$ cat src/rtl/assert_macros.svh
// Assertion macros shared by the RTL. Synthesis builds define SYNTH and
// get empty bodies.
`ifndef ASSERT_MACROS_SVH
`define ASSERT_MACROS_SVH
`ifndef SYNTH
`define BSP_ASSERT(name, clk, rstn, prop) \
    name: assert property (@(posedge clk) disable iff (!rstn) prop) \
        else $error("assertion failed");
`define BSP_ASSERT_NEVER(name, clk, rstn, cond) \
    name: assert property (@(posedge clk) disable iff (!rstn) !(cond)) \
        else $error("forbidden condition seen");
`else
`define BSP_ASSERT(name, clk, rstn, prop)
`define BSP_ASSERT_NEVER(name, clk, rstn, cond)
`endif
`endif

$ cat src/rtl/bsp_pkg.sv
`timescale 1ns / 1ps
// ----------------------------------------------------------------------------
// Box support point package
// Word types, register indexes, datapath commands and shared arithmetic
// helpers for the box support point block.
// ----------------------------------------------------------------------------
package bsp_pkg;

    localparam int COORD_FRAC_BITS_DEF = 16;

    // Configuration register indexes.
    typedef logic [2:0] cfg_idx_t;
    localparam cfg_idx_t CFG_BOX_MIN_X = 3'd0;
    localparam cfg_idx_t CFG_BOX_MIN_Y = 3'd1;
    localparam cfg_idx_t CFG_BOX_MIN_Z = 3'd2;
    localparam cfg_idx_t CFG_BOX_MAX_X = 3'd3;
    localparam cfg_idx_t CFG_BOX_MAX_Y = 3'd4;
    localparam cfg_idx_t CFG_BOX_MAX_Z = 3'd5;

    localparam logic signed [63:0] QONE64 = 64'sd1073741824;
    localparam logic signed [31:0] QONE32 = 32'sd1073741824;
    localparam logic signed [63:0] ONE60  = 64'sd1152921504606846976;

    typedef struct packed {
        logic signed [31:0] dir_x;
        logic signed [31:0] dir_y;
        logic signed [31:0] dir_z;
        logic signed [31:0] pos_x;
        logic signed [31:0] pos_y;
        logic signed [31:0] pos_z;
        logic signed [31:0] quat_w;
        logic signed [31:0] quat_x;
        logic signed [31:0] quat_y;
        logic signed [31:0] quat_z;
        logic signed [31:0] bias_amount;
    } bsp_in_t;

    typedef struct packed {
        logic signed [31:0] support_x;
        logic signed [31:0] support_y;
        logic signed [31:0] support_z;
    } bsp_out_t;

    // Datapath operations issued by the controller.
    typedef enum logic [4:0] {
        OP_NOP, OP_LOAD, OP_QMUL, OP_MAT, OP_RMUL, OP_CPT, OP_DMUL, OP_DCMP,
        OP_SQ, OP_LSUM, OP_NORM, OP_SQINIT, OP_SQSTEP, OP_DVINIT, OP_DVSTEP,
        OP_BMUL, OP_BADD, OP_OUT
    } dp_op_t;

    typedef struct packed {
        dp_op_t     op;
        logic [4:0] idx;
    } bsp_cmd_t;

    typedef struct packed {
        logic len_zero;
        logic norm_done;
    } bsp_stat_t;

    // Saturate a 64-bit value to the signed 32-bit range.
    function automatic logic signed [31:0] sat32(input logic signed [63:0] v);
        if (v > 64'sd2147483647) begin
            return 32'sh7FFF_FFFF;
        end else if (v < -64'sd2147483648) begin
            return 32'sh8000_0000;
        end else begin
            return $signed(v[31:0]);
        end
    endfunction

    // Clamp a quaternion component to [-1.0, 1.0] in Q2.30.
    function automatic logic signed [31:0] clamp_q(input logic signed [31:0] v);
        if (v > QONE32) begin
            return QONE32;
        end else if (v < -QONE32) begin
            return -QONE32;
        end else begin
            return v;
        end
    endfunction

    // Rotation matrix entry: Q.60 down to Q.30, clamped to [-1.0, 1.0].
    function automatic logic signed [31:0] mat_entry(input logic signed [63:0] q60);
        logic signed [63:0] t;
        t = q60 >>> 30;
        if (t > QONE64) begin
            return QONE32;
        end else if (t < -QONE64) begin
            return -QONE32;
        end else begin
            return $signed(t[31:0]);
        end
    endfunction

    // Corner visiting order: bit i set means axis i takes the maximum.
    function automatic logic [2:0] corner_sel(input logic [2:0] c);
        case (c)
            3'd0:    return 3'd0;
            3'd1:    return 3'd1;
            3'd2:    return 3'd2;
            3'd3:    return 3'd4;
            3'd4:    return 3'd7;
            3'd5:    return 3'd6;
            3'd6:    return 3'd5;
            3'd7:    return 3'd3;
            default: return 3'd0;
        endcase
    endfunction

endpackage

$ cat src/rtl/bsp_ctrl.sv
`timescale 1ns / 1ps
// ----------------------------------------------------------------------------
// Box support point controller
// Sequences one word at a time through the datapath and owns the input and
// result handshakes.
// ----------------------------------------------------------------------------
module bsp_ctrl import bsp_pkg::*; (
    input  logic      aclk,
    input  logic      aresetn,
    input  logic      s_valid,
    output logic      s_ready,
    output logic      m_valid,
    input  logic      m_ready,
    input  bsp_stat_t stat,
    output bsp_cmd_t  cmd
);

    typedef enum logic [16:0] {
        ST_IDLE   = 17'b00000000000000001,
        ST_QMUL   = 17'b00000000000000010,
        ST_MAT    = 17'b00000000000000100,
        ST_RMUL   = 17'b00000000000001000,
        ST_CPT    = 17'b00000000000010000,
        ST_DMUL   = 17'b00000000000100000,
        ST_DCMP   = 17'b00000000001000000,
        ST_SQ     = 17'b00000000010000000,
        ST_LSUM   = 17'b00000000100000000,
        ST_NORM   = 17'b00000001000000000,
        ST_SQINIT = 17'b00000010000000000,
        ST_SQSTEP = 17'b00000100000000000,
        ST_DVINIT = 17'b00001000000000000,
        ST_DVSTEP = 17'b00010000000000000,
        ST_BMUL   = 17'b00100000000000000,
        ST_BADD   = 17'b01000000000000000,
        ST_FIN    = 17'b10000000000000000
    } state_t;

    localparam logic [4:0] QMUL_LAST   = 5'd2;
    localparam logic [4:0] RMUL_LAST   = 5'd5;
    localparam logic [4:0] CORNER_LAST = 5'd7;
    localparam logic [4:0] ITER_LAST   = 5'd31;

    state_t     state_reg, state_next;
    logic [4:0] cnt_reg, cnt_next;
    logic       m_valid_reg, m_valid_next;

    assign m_valid = m_valid_reg;

    // Next state, step counter and command decode.
    always_comb begin
        state_next   = state_reg;
        cnt_next     = cnt_reg;
        cmd.op       = OP_NOP;
        cmd.idx      = cnt_reg;
        s_ready      = 1'b0;
        m_valid_next = m_valid_reg && !m_ready;
        case (state_reg)
            ST_IDLE: begin
                s_ready = 1'b1;
                if (s_valid) begin
                    cmd.op     = OP_LOAD;
                    cnt_next   = '0;
                    state_next = ST_QMUL;
                end
            end
            ST_QMUL: begin
                cmd.op = OP_QMUL;
                if (cnt_reg == QMUL_LAST) begin
                    cnt_next   = '0;
                    state_next = ST_MAT;
                end else begin
                    cnt_next = cnt_reg + 5'd1;
                end
            end
            ST_MAT: begin
                cmd.op     = OP_MAT;
                cnt_next   = '0;
                state_next = ST_RMUL;
            end
            ST_RMUL: begin
                cmd.op = OP_RMUL;
                if (cnt_reg == RMUL_LAST) begin
                    cnt_next   = '0;
                    state_next = ST_CPT;
                end else begin
                    cnt_next = cnt_reg + 5'd1;
                end
            end
            ST_CPT: begin
                cmd.op     = OP_CPT;
                state_next = ST_DMUL;
            end
            ST_DMUL: begin
                cmd.op     = OP_DMUL;
                state_next = ST_DCMP;
            end
            ST_DCMP: begin
                cmd.op = OP_DCMP;
                if (cnt_reg == CORNER_LAST) begin
                    cnt_next   = '0;
                    state_next = ST_SQ;
                end else begin
                    cnt_next   = cnt_reg + 5'd1;
                    state_next = ST_CPT;
                end
            end
            ST_SQ: begin
                cmd.op     = OP_SQ;
                state_next = ST_LSUM;
            end
            ST_LSUM: begin
                cmd.op     = OP_LSUM;
                state_next = ST_NORM;
            end
            ST_NORM: begin
                if (stat.len_zero) begin
                    state_next = ST_FIN;
                end else if (stat.norm_done) begin
                    state_next = ST_SQINIT;
                end else begin
                    cmd.op = OP_NORM;
                end
            end
            ST_SQINIT: begin
                cmd.op     = OP_SQINIT;
                cnt_next   = '0;
                state_next = ST_SQSTEP;
            end
            ST_SQSTEP: begin
                cmd.op = OP_SQSTEP;
                if (cnt_reg == ITER_LAST) begin
                    cnt_next   = '0;
                    state_next = ST_DVINIT;
                end else begin
                    cnt_next = cnt_reg + 5'd1;
                end
            end
            ST_DVINIT: begin
                cmd.op     = OP_DVINIT;
                cnt_next   = '0;
                state_next = ST_DVSTEP;
            end
            ST_DVSTEP: begin
                cmd.op = OP_DVSTEP;
                if (cnt_reg == ITER_LAST) begin
                    cnt_next   = '0;
                    state_next = ST_BMUL;
                end else begin
                    cnt_next = cnt_reg + 5'd1;
                end
            end
            ST_BMUL: begin
                cmd.op     = OP_BMUL;
                state_next = ST_BADD;
            end
            ST_BADD: begin
                cmd.op     = OP_BADD;
                state_next = ST_FIN;
            end
            ST_FIN: begin
                // Hand over to the output register once it is free.
                if (!m_valid_reg || m_ready) begin
                    cmd.op       = OP_OUT;
                    m_valid_next = 1'b1;
                    state_next   = ST_IDLE;
                end
            end
            default: begin
                state_next = ST_IDLE;
            end
        endcase
    end

    // Control registers.
    always_ff @(posedge aclk) begin
        if (!aresetn) begin
            state_reg   <= ST_IDLE;
            cnt_reg     <= '0;
            m_valid_reg <= 1'b0;
        end else begin
            state_reg   <= state_next;
            cnt_reg     <= cnt_next;
            m_valid_reg <= m_valid_next;
        end
    end

endmodule

$ cat config.mk
export PLATFORM = sky130hd
export DESIGN_NAME = bsp_ctrl
export DESIGN_NICKNAME = d
export VERILOG_FILES = /design/src/rtl/assert_macros.svh /design/src/rtl/bsp_pkg.sv /design/src/rtl/bsp_ctrl.sv
export SDC_FILE = /design/constraint.sdc
export NUM_CORES = 1
export LEC_CHECK = 0
export ABC_AREA = 0
export BUFFER_PORTS_ARGS = -buffer_cell sky130_fd_sc_hd__buf_2
export CAP_MARGIN = 25
export CORE_UTILIZATION = 46
export CTS_BUF_LIST = sky130_fd_sc_hd__clkbuf_4 sky130_fd_sc_hd__clkbuf_8
export DETAILED_ROUTE_END_ITERATION = 7
export GPL_ROUTABILITY_DRIVEN = 0
export SLEW_MARGIN = 20
export SYNTH_ARGS = -nofsm -noshare
export SYNTH_HDL_FRONTEND = slang
export SYNTH_SLANG_ARGS = --single-unit
$ cat constraint.sdc
create_clock -name aclk -period 5 [get_ports aclk]
set_input_delay 1 -clock aclk [delete_from_list [all_inputs] [get_ports aclk]]
set_output_delay 1 -clock aclk [all_outputs]
set_load 0.02 [all_outputs]
Word level (Yosys, flattened, before mapping):

Cells that the tools add are included.

* register bits after elaboration: 23
* bits in latches: 0
* RAM bits: 0
* ROM bits: 0
* input port bits: 6
* output and inout port bits: 12
* word-level logic and storage cells: 65
* memories kept: 0

* add/sub/neg operators: 1
* multiply operators: 0
* divide/modulo/power cells: 0
* $lt $le $gt $ge: 0
* eq/ne operators: 28
* shifts and indexed selects: 0
* mux-type cells: 24
* bitwise operators: 0
* reduce and logical (&&, ||, !) cells: 9

Operators with widths (number)
* 17-bit case mux with 17 select lines: 1
* 17-bit 2-to-1 mux: 8
* 5-bit case mux with 17 select lines: 1
* 5-bit 2-to-1 mux: 6
* 5-bit case mux with 6 select lines: 1
* 17-bit by 1-bit equality test with 1-bit output (second input constant): 1
* 17-bit by 10-bit equality test with 1-bit output (second input constant): 1
* 17-bit by 11-bit equality test with 1-bit output (second input constant): 1
* 17-bit by 12-bit equality test with 1-bit output (second input constant): 1
* 17-bit by 13-bit equality test with 1-bit output (second input constant): 1
* 17-bit by 14-bit equality test with 1-bit output (second input constant): 1
* 17-bit by 15-bit equality test with 1-bit output (second input constant): 1
* 17-bit by 16-bit equality test with 1-bit output (second input constant): 1
* 17-bit equality test (second input constant): 1
* 17-bit by 2-bit equality test with 1-bit output (second input constant): 1
* 17-bit by 3-bit equality test with 1-bit output (second input constant): 1
* 17-bit by 4-bit equality test with 1-bit output (second input constant): 1
* 17-bit by 5-bit equality test with 1-bit output (second input constant): 1
* 17-bit by 6-bit equality test with 1-bit output (second input constant): 1
* 17-bit by 7-bit equality test with 1-bit output (second input constant): 1
* 17-bit by 8-bit equality test with 1-bit output (second input constant): 1
* 17-bit by 9-bit equality test with 1-bit output (second input constant): 1
* 2-bit inequality test (second input constant): 6
* 5-bit by 3-bit equality test with 1-bit output (second input constant): 2
* 15 further kinds: 20

Logic depth before layout (Yosys ltp):

Gate-level depths: netlist of the first run.

* depth in word-level cells: 4
* mapped depth: 8
* depth with buffers taken out: 7

Least setup slack after synthesis of the first run:

OpenSTA, ideal clock, no wires.

* path type: register -> output
* start point: register state_reg[5]
* end point: output port cmd[5] (netlist name)
* arrival: 2.079 ns
* required time: 4.000 ns
* setup slack: 1.921 ns
* cell stages (with the launch flop): 7
* buffers on the path: 1
* path through: dfxtp_1 > nor4_1 > nand4_1 > buf_2 > nor3_1 > nand2_1 > nand3_1

RTL lines
* from (decl): line bsp_ctrl.sv:43 `state_t state_reg, state_next;`
* from (signal assigned): line bsp_ctrl.sv:181 `state_reg <= state_next;`
* to (decl): line bsp_ctrl.sv:15 `output bsp_cmd_t cmd`

==> results of run 1 <==
[synthesized netlist by cell type, types with 2 or more instances]
master and number:
nor2b_1 6, ha_1 4, o211ai_1 2, a211oi_1 3, nor3b_1 3, and2_1 2
clkbuf_1 6, nand2_1 12, buf_2 4, or2_2 5, nand3_1 7, a21oi_1 9
nand4b_1 2, nor4_2 2, nand4_1 7, buf_6 2, xnor2_1 4, and3_1 5
o31a_1 2, nor3_1 14, o311ai_0 4, or4_1 2, or3_1 2, o31ai_1 4
dfxtp_1 23, o32ai_1 3, nor4_4 2, nor2_1 12, o21ai_0 8, and4_1 2
nor4b_1 5, nand2b_1 6, nor4_1 13, inv_1 6
[metal layers]
layer  global-route usage  vias to the layer above  part of all wire
met4                0.110                        0             0.025
li1                     -                      832                 -
met1                0.337                      823              0.44
met3               0.0365                       13             0.066
met2                0.418                       75              0.47
met5                    0                        -                 0
[through the flow]
stage | hold slack (ns) | worst slack (ns) | cells | area, um^2
2_1_floorplan | 0.536 | 1.92 | 210 | 1710
3_3_place_gp | 0.530 | 1.81 | 261 | 1790
3_5_place_dp | 0.535 | 1.73 | 261 | 1790
4_1_cts | 0.546 | 1.43 | 265 | 1840
5_1_grt | 0.588 | 1.09 | 265 | 1840
6_report | 0.550 | 1.37 | 265 | 1840
[area by class of cell]
cell class / count / area (um^2) / area share
inverter: 6 / 22.5 / 0.0123
sequential: 23 / 460 / 0.251
tap: 46 / 57.6 / 0.0313
clock buffer: 4 / 48.8 / 0.0266
multi-input combinational: 169 / 1160 / 0.633
timing repair buffer: 17 / 85.1 / 0.0463
[placed cells by master, fill, tap and decap left out, drive strengths merged, types with 2 or more instances in the layout]
| cell type | Yosys | final |
|---|---|---|
| dfxtp | 23 | 23 |
| buf | 6 | 17 |
| nor4 | 17 | 17 |
| nor3 | 15 | 15 |
| nand2 | 13 | 13 |
| nor2 | 12 | 12 |
| a21oi | 9 | 9 |
| o21ai | 8 | 8 |
| nand4 | 7 | 7 |
| nand3 | 7 | 7 |
| nand2b | 6 | 6 |
| nor2b | 6 | 6 |
| inv | 6 | 6 |
| and3 | 5 | 5 |
| or2 | 5 | 5 |
| nor4b | 5 | 5 |
| xnor2 | 4 | 4 |
| o31ai | 4 | 4 |
| o311ai | 4 | 4 |
| ha | 4 | 4 |
| clkbuf | 6 | 4 |
| nor3b | 3 | 3 |
| o32ai | 3 | 3 |
| a211oi | 3 | 3 |
| or4 | 3 | 3 |
| and4 | 3 | 3 |
| nand4b | 2 | 2 |
| or3 | 2 | 2 |
| and2 | 2 | 2 |
| o31a | 2 | 2 |
| o211ai | 2 | 2 |
| or4b | 2 | 2 |
[worst max-delay path, stage by stage, from the launching register on]
cell,delay (ns)
dfxtp_1,0.39
nor4_1,0.57
nand4_1,0.52
nor4_1,0.55
nor3_1,0.08
nand3_1,0.09
buf_2,0.16
[logic make-up (layout without fill, tap and decap cells)]
family,Yosys count,in the layout,synth area share
buf+inv,18,27,0.0512
fa+ha+maj,4,4,0.0293
simple gates,118,118,0.440
flops,23,23,0.269
xor+xnor,5,5,0.0256
compound gates,42,42,0.184
[worst max-delay path by stage]
| stage | endpoint | slack, ns | cells past startpoint |
|---|---|---|---|
| floorplan | cmd[5] | 1.92 | 6 |
| CTS | cmd[5] | 1.43 | 6 |
| global placement | cmd[5] | 1.81 | 6 |
| finish | cmd[5] | 1.37 | 6 |
| global route | cmd[5] | 1.09 | 6 |
| detailed placement | cmd[5] | 1.73 | 6 |
[report_power, final]
group	switching [mW]	internal [mW]	total, mW
sequential	0.00916	0.186	0.195
clock	0.0606	0.0624	0.123
combinational	0.0534	0.0322	0.0857
total	0.123	0.281	0.404
==> summary.md, run 1 <==
For the number of buffers inserted during clock tree synthesis, the log shows 3. The run gives 0.534 as the utilization after layout. Maximum VDD drop: 0.000125 V. The setup path with the least slack is of type reg2out. The synthesized cell area came out at 1710 um^2.

The number of antenna violations at the first check in global routing is 0, and the number of gates resized after cts is 0. The fraction of synthesized cell area taken by the top area cell type works out to 0.269. Entering global routing, the biggest net connects 14 pins. The highest fanout seen on the critical path was 11. The number of setup buffers added after CTS is 0. For the deepest clock path buffer count, the log shows 2. For this run, the detailed router's first-pass iteration total came to 4. The run gives 0 as the count of final max-slew check failures. Compared with the post-synthesis result, the final layout area differs by 7.39%. The critical path starts at state_reg[6].

The logs give 137 for the initial DRC count and 220 for the net count after synthesis. The maximum level of the CTS H-tree is 1. The wire length of the first global-routing pass was 8070 um; the count of flip-flops with a built-in enable after synthesis was 0. In this run the power density over the cells is 220 nW/um^2.

Required time reported for the critical path endpoint: 4.00 ns. For this run the aggregate overflow at the end of global routing stands at 0. In this run the remaining antenna-violating nets after routing total 0. Synthesized area per cell: 8.14 um^2. Proportion of register bits with asynchronous set or reset after synthesis: 0. After legalization and detailed placement, the total HPWL measured 3600 um. The count of final setup violators was 0. The depth of the worst hold-timing path is 2. Type of the worst min-delay path: reg2reg.

Counting flops and latches in the post-synthesis netlist gives 23. The synthesized design spends more area on one cell type than any other, namely dfxtp_1. The run gives 0.404 mW as the total design power. For the final routed database, the setup TNS stands at 0 ns.

For this run, the number of Yosys warnings is 0. Slew at the pin closest to its max-slew limit: 0.941 ns. From left edge to right edge, the die measures 63.0 um. TritonCTS built the clock tree. The worst setup path is launched from a register. For the worst slew slack as a fraction of its limit, the log shows 0.373. Input and output buffers added on the ports amount to 17.

The most used flip-flop cell after synthesis is dfxtp_1. The final cycle utilization of the critical path works out to 0.727. The tool flagged a number of max-cap violations equal to 0. After the last flow step, the layout net total stands at 230. The number of ports placed on the die boundary is 18. The number of rows created at floorplan came out at 21.

The tree built by TritonCTS fans out to 23 sinks. For the final database, setup skew stands at 0.00305 ns. Subtracting the final worst setup slack from the clock period gives 3.63 ns. The path with the worst hold slack has its endpoint at state_reg[5].

Starting density of the core: 0.497. For the worst setup path, the data arrival time is 2.63 ns. The run gives 4830 um as the total detailed-routing wirelength.

The run finished with clean final reports. STA classifies the critical path endpoint as an output port. The tools report the fraction of the yosys area taken by sequential cells as 0.269.

After detailed routing, the number of vias per cell comes to 6.58. CTS placed an instance of clkbuf_8 at the clock tree root. Cell count after synthesis: 210. The analysis attributes to cell leakage a power of 0.744 nW. The overall fraction of global-route tracks in use is 0.258.

The count of final hold-check violations came out at 0. The detailed-route via count was 1743. After clock tree synthesis, the flow added hold-fix buffers numbering 0.

The number of DRC violations after detailed routing was 0. The number of cells on the worst reg-to-reg path was 6. Counting the fill cells in the layout gives 342. For this run, the top clock speed supported by timing is 0.275 GHz. Setup repair after global routing left no endpoint under its margin. Total inserted antenna cells: 0.

Sorting the synthesized cells by area gives the leading types as dfxtp_1 (27%), nor4_1 (4.8%), nor3_1 (4.1%). The register with the most flip-flops in the layout has 17 of them. The layout cell share with drive strength beyond 1 is 0.174. The destination of the worst register-to-register timing path is state_reg[0]. At the later pin of the worst-skew pair, clock insertion delay measures 0.27 ns.

The number of different library cells used by synthesis comes to 51. The average wire per standard cell was 18.2 um. The die is 63.0 um tall. Clock-pin slew was measured on the worst setup and hold paths at 0.08 ns.

The startpoint identified for the worst register-to-register timing path is state_reg[1]. The floorplan step defined a die boundary enclosing 3970 um^2. The logs give 1.85 ns for the setup slack of the most critical reg-to-reg path and 1613 for the via count of the first global-routing pass. In this run the standard cell core region covers 3440 um^2. The startpoint identified for the worst hold timing path is state_reg[4].
No activity file was read; power rests on OpenSTA's default activity.
==> run 2: changes to the inputs <==
clock period = 3.4 ns   (was 5 ns; I/O delays follow)
==> summary.md, run 2 (same netlist as run 1, synthesis figures left out) <==
The power per standard cell area was 326 nW/um^2; the utilization after layout was 0.540. The CTS sink count was 23. The tools report the master cell of the clock root buffer as clkbuf_8. Cell area after layout: 1860 um^2. Across the VDD grid, the largest voltage drop is 0.000217 V.

The total design power came out at 0.606 mW. Along the worst path, the maximum fanout reaches 13. The run gives 0 as the number of gates resized after cts.

The number of flip-flops under the largest register name works out to 17. The worst endpoint data arrival time was 2.50 ns. The most common library cell in the layout ignoring fill and taps is dfxtp_1. Clock latency on the worst-skew pair, taken at its later pin, is 0.27 ns. Setup repair after global routing left no endpoint under its margin.

The floorplan has 21 rows. For this run the aggregate overflow at the end of global routing stands at 0. Area of the placeable core: 3440 um^2. The final cycle utilization of the critical path came out at 0.936. Setup violations remaining at the end of the flow were counted as 0. The worst hold path belongs to the class reg2reg.

The placed standard-cell area is 1810 um^2. The total leakage power came out at 0.761 nW. The number of ports placed on the die boundary was 18. The number of placed instances, taps included, is 264. Via density per instance: 6.67.

The critical path's slowest cell was dfxtp_1. Startpoint class of the critical path: a register. The overall fraction of global-route tracks in use is 0.250. The worst-case clock skew came out at 0.00189 ns.

TritonCTS built the clock tree. For the maximum number of pins on one net before global-route repair, the log shows 14. At the pin with the least slew margin, the transition time is 0.880 ns. The critical path goes through nor4_4, and4b_2, and3_1, nor4_1, nand3_1, buf_2. The filler cells instantiated in the layout total 345. Layout cell share with drive strength beyond 1: 0.185.

The detail route stage leaves a number of antenna-violating nets equal to 0. The maximum level of the CTS H-tree is 1, and the total inserted antenna cells is 0. For this block, the initial DRC count from the detailed router was 207. After legalization and detailed placement, the total HPWL measured 3680 um.

Summed over all layers, the routed wires come to 4980 um. Clock tree synthesis inserted a total of 3 buffers. In this run the horizontal extent of the chip is 63.0 um. For this design, the CTS-stage hold fixing added 0 buffers. The CTS clock-pin slew for the worst setup and hold paths was 0.09 ns; the post-layout instance count excluding filler cells was 268.

The run finished with clean final reports. The area of the die is 3970 um^2, and the detailed-route via count is 1787. During placement, the flow inserted port buffers numbering 17. The count of final hold-check violations is 0, and the accumulated negative setup slack is 0 ns.

The depth of the worst hold-timing path is 2. Across the run, the number of max-cap violations was 0. Data on the critical path is required at its endpoint by 2.72 ns.

The first global-routing pass estimated 7800 um of wire. The growth of design area from synthesis to finish was 8.71%; the minimum setup slack after placement was 0.560 ns. The delay of the slowest critical-path stage came out at 0.62 ns. For the worst hold slack, the log shows 0.545 ns. The clock passes through at most 2 buffers. The run gives 0.497 as the starting density of the core.

For this run, the detailed router's first-pass iteration total came to 5. The die extent in y was 63.0 um. Counting cells, the worst reg-to-reg path comes to 6. Leaving out fill and tap cells, the most frequent cells in the layout are dfxtp_1 (23), buf_2 (17), nor3_1 (14). Setup slack closes at 0.217 ns.

Via count of the first global-routing pass: 1561. The number of antenna violations at the first check in global routing is 0, and the final layout net count is 233. The setup path with the least slack is of type reg2out. The tools report the count of final max-slew check failures as 0.

The worst slew slack as a fraction of its limit is 0.405, and the minimum clock period after layout is 3.18 ns. The type of destination of the critical path is an output port. For the post-CTS setup buffer count, the log shows 0. Derived from the worst setup path, the maximum achievable clock frequency is 0.314 GHz. The run gives 0 as the number of DRC violations after detailed routing. In the final routed layout, each cell accounts on average for 18.6 um.
==> run 2: changes by cell type in the layout (fill, tap and decap cells not counted) <==
cell / change
buf_4: +3
==> run 2: worst max-delay path: cells and delay by family (launching register included) <==
| family | cells | cell delay (ns) |
|---|---|---|
| buf+inv | 1 | 0.18 |
| flops | 1 | 0.62 |
| simple gates | 5 | 1.42 |
==> run 2: cell type report <==
| type | count | area [um^2] | share of cell area |
|---|---|---|---|
| Multi-Input combinational cell | 169 | 1160 | 0.625 |
| Sequential cell | 23 | 460 | 0.248 |
| Timing Repair Buffer | 20 | 108 | 0.0579 |
| Tap cell | 46 | 57.6 | 0.0310 |
| Clock buffer | 4 | 48.8 | 0.0262 |
| Inverter | 6 | 22.5 | 0.0121 |
==> run 2: power by group <==
| part | switching [mW] | internal, mW |
|---|---|---|
| Combinational | 0.0789 | 0.0481 |
| Sequential | 0.0136 | 0.274 |
| Clock | 0.0993 | 0.0920 |
==> run 2: final timing paths <==
| check | from | endpoint | slack (ns) |
|---|---|---|---|
| worst max-delay path | state_reg[1] | cmd[6] | 0.22 |
| worst min-delay path | cnt_reg[4] | cnt_reg[4] | 0.55 |
| worst max register to register | state_reg[1] | state_reg[0] | 0.73 |
| worst min register to register | cnt_reg[4] | cnt_reg[4] | 0.55 |
==> run 2: layer usage <==
layer  GRT usage  wire length [um]  up-vias
met2       0.398              2310       80
li1            -                 -      841
met5           0                 0        -
met1       0.328              2230      858
met4      0.0959                92        0
met3      0.0511               342        8
==> run 3: changes to the inputs <==
BUFFER_PORTS_ARGS = default   (was -buffer_cell sky130_fd_sc_hd__buf_2)
CELL_PAD_IN_SITES_DETAIL_PLACEMENT = 0   (was default)
CELL_PAD_IN_SITES_GLOBAL_PLACEMENT = 1   (was default)
DONT_BUFFER_PORTS = 1   (was default)
PLACE_DENSITY_LB_ADDON = 0.1   (was default)
==> summary.md, run 3 (same netlist as run 1, synthesis figures left out) <==
In this run the critical register-to-register path is launched from state_reg[1]. The utilization after layout is 0.526. The endpoint identified for the worst register-to-register timing path is state_reg[15].

After detailed routing, the average wire length per cell comes to 18.4 um. Using the TritonRoute via totals, the vias-per-cell ratio works out to 6.72. Type of the worst min-delay path: in2reg. The logs give 2.47 ns for the worst endpoint data arrival time and 0.79 ns for the setup slack of the most critical reg-to-reg path. The finished layout holds 256 standard cells, fillers aside. The path with the worst hold slack has its endpoint at state_reg[10]. The internal power of the cells totals 0.412 mW.

The total leakage power is 0.704 nW, and the highest fanout seen on the critical path is 13. STA classifies the critical path startpoint as a register. The run finished with clean final reports. The initial DRC count is 139. The count of final setup violators is 0. Leaving out fill and tap cells, the most frequent cell in the layout is dfxtp_1.

The worst slew slack as a fraction of its limit was 0.530; the depth of the worst hold-timing path was 1. The area growth from synthesis to layout is 5.93%. The tools report the number of max-capacitance violations reported as 0. The top cell types in the final layout, fill and taps aside, are dfxtp_1 (23), nor3_1 (14), nor4_1 (13).

Final cycle utilization of the critical path: 0.927. Peak-usage layer in the global routing report: met2. Detailed-route via count: 1721. The slowest stage of the critical path is the dfxtp_1 cell. The routing usage on met1 was 0.333; the overall fraction of global-route tracks in use was 0.249. The gate family responsible for the most delay along the worst path is simple AND/OR/NAND/NOR gates. The overall overflow remaining after global route was 0; the number of gates resized after cts was 0. The minimum clock period after layout is 3.15 ns, and the instance count after placement with tap cells included is 252. The register with the most flip-flops in the layout has 17 of them. The met3 usage is 0.0511, and the clock network fraction of total power is 0.316. The half-perimeter wire length after detailed placement was 3570 um. By startpoint and endpoint, the worst setup path is classified as reg2out.

The master cell of the clock root buffer is clkbuf_8. The logs give 0 for the antenna violation net count after detailed routing and 0.484 for the part of the power in registers. The total inserted antenna cells is 0, and the required time reported for the critical path endpoint is 2.72 ns.

The count of final max-slew check failures is 0. The CTS clock-pin slew for the worst setup and hold paths was 0.09 ns; the CTS sink count was 23. The tools report the post-CTS setup buffer count as 0. In the final timing run, aggregate negative setup slack is 0 ns. The starting density of the core is 0.497.

The total number of cells along the worst setup path is 5, and the number of buffers inserted during clock tree synthesis is 3. In this design, the stage delay of the slowest critical-path cell is 0.61 ns. The combinational cell fraction of total power is 0.200. TritonCTS built the clock tree. The core region is 3440 um^2.

The die extent in y was 63.0 um. Number of antenna violations at the first check in global routing: 0. Across all setup checks in the final design, the least slack found is 0.247 ns.

Power spread over the standard cell area amounts to 328 nW/um^2. The worst-case clock skew is 0.00403 ns. The power spent charging and discharging nets was 0.183 mW; the number of DRC violations after detailed routing was 0.

The tools report the source of the worst hold timing path as stat[1]. The worst register-to-register path has a depth of 7. The logs give 4 for the first-pass iteration count of the detailed router and 14 for the maximum number of pins on one net before global-route repair.

The final layout net count is 221, and the global-route met2 utilization is 0.392. Based on the critical path, the design can be clocked at up to 0.317 GHz. The tools report the minimum setup slack after placement as 0.614 ns. For the via count of the first global-routing pass, the log shows 1587. Slew at the pin closest to its max-slew limit: 0.699 ns. Setup repair after global routing left no endpoint under its margin.

For this block, the routed nets add up to 4700 um of wire. The first global-routing pass estimated 7790 um of wire. The deepest clock path buffer count is 2.

The worst-case IR drop observed on VDD is 0.000199 V. The total buffers and inverters traversed by the critical path came out at 0. The die is 63.0 um wide.

The maximum level of the CTS H-tree was 1. Traced cell by cell, the critical path runs through nor4_4, and4b_2, and3_1, nor4_1, nand3_1. In this run, post-CTS hold repair placed 0 buffers. The layout cell share with drive strength beyond 1 was 0.138. The later-pin clock latency in the skew report was 0.27 ns; the fraction of power spent switching nets was 0.307. The run gives 3970 um^2 as the area of the die. The count of final hold-check violations came out at 0. STA classifies the critical path endpoint as an output port. For the number of ports placed on the die boundary, the log shows 18. The initialized floorplan defines 21 standard-cell rows.

During placement, the flow inserted port buffers numbering 0.
-- run 3: worst register-to-register path: stages (launching register included) --
cell	delay, ns
dfxtp_1	0.45
nor4_4	0.49
nand2_2	0.16
or3_1	0.45
a21oi_1	0.28
buf_4	0.20
or3_1	0.32
o211a_1	0.21
-- run 3: power groups by stage --
stage | Clock [mW] | Sequential [mW] | Combinational [mW]
detailed placement | 0 | 0.294 | 0.117
global route | 0.207 | 0.290 | 0.127
global placement | 0 | 0.294 | 0.118
CTS | 0.191 | 0.288 | 0.117
floorplan | 0 | 0.284 | 0.107
finish | 0.188 | 0.288 | 0.119
-- run 3: area by class of cell --
type | instances | area (um^2)
sequential | 23 | 460
multi-input combinational | 169 | 1160
timing repair buffer | 8 | 60.1
tap | 46 | 57.6
clock buffer | 4 | 48.8
inverter | 6 | 22.5
fill | 321 | 1630
-- run 3: worst max-delay path by stage --
stage | startpoint | slack, ns | endpoint
after global placement | state_reg[0] | 0.66 | cmd[6]
after global routing | state_reg[1] | 0.12 | cmd[6]
after floorplan | state_reg[5] | 0.64 | cmd[5]
after detailed placement | state_reg[1] | 0.61 | cmd[6]
final | state_reg[1] | 0.25 | cmd[6]
after CTS | state_reg[0] | 0.31 | cmd[6]
-- run 3: layer usage --
metal | wire, um | vias to the layer above
met5 | 0 | -
met2 | 2120 | 69
met4 | 108 | 0
met1 | 2150 | 823
li1 | - | 817
met3 | 320 | 12
-- run 3: stage by stage --
step | hold slack, ns | power [mW] | area, um^2
final | 0.470 | 0.595 | 1810
after global placement | 0.532 | 0.412 | 1760
after floorplan | 0.536 | 0.391 | 1710
after CTS | 0.468 | 0.596 | 1810
after detailed placement | 0.538 | 0.411 | 1760
after global routing | 0.458 | 0.624 | 1810
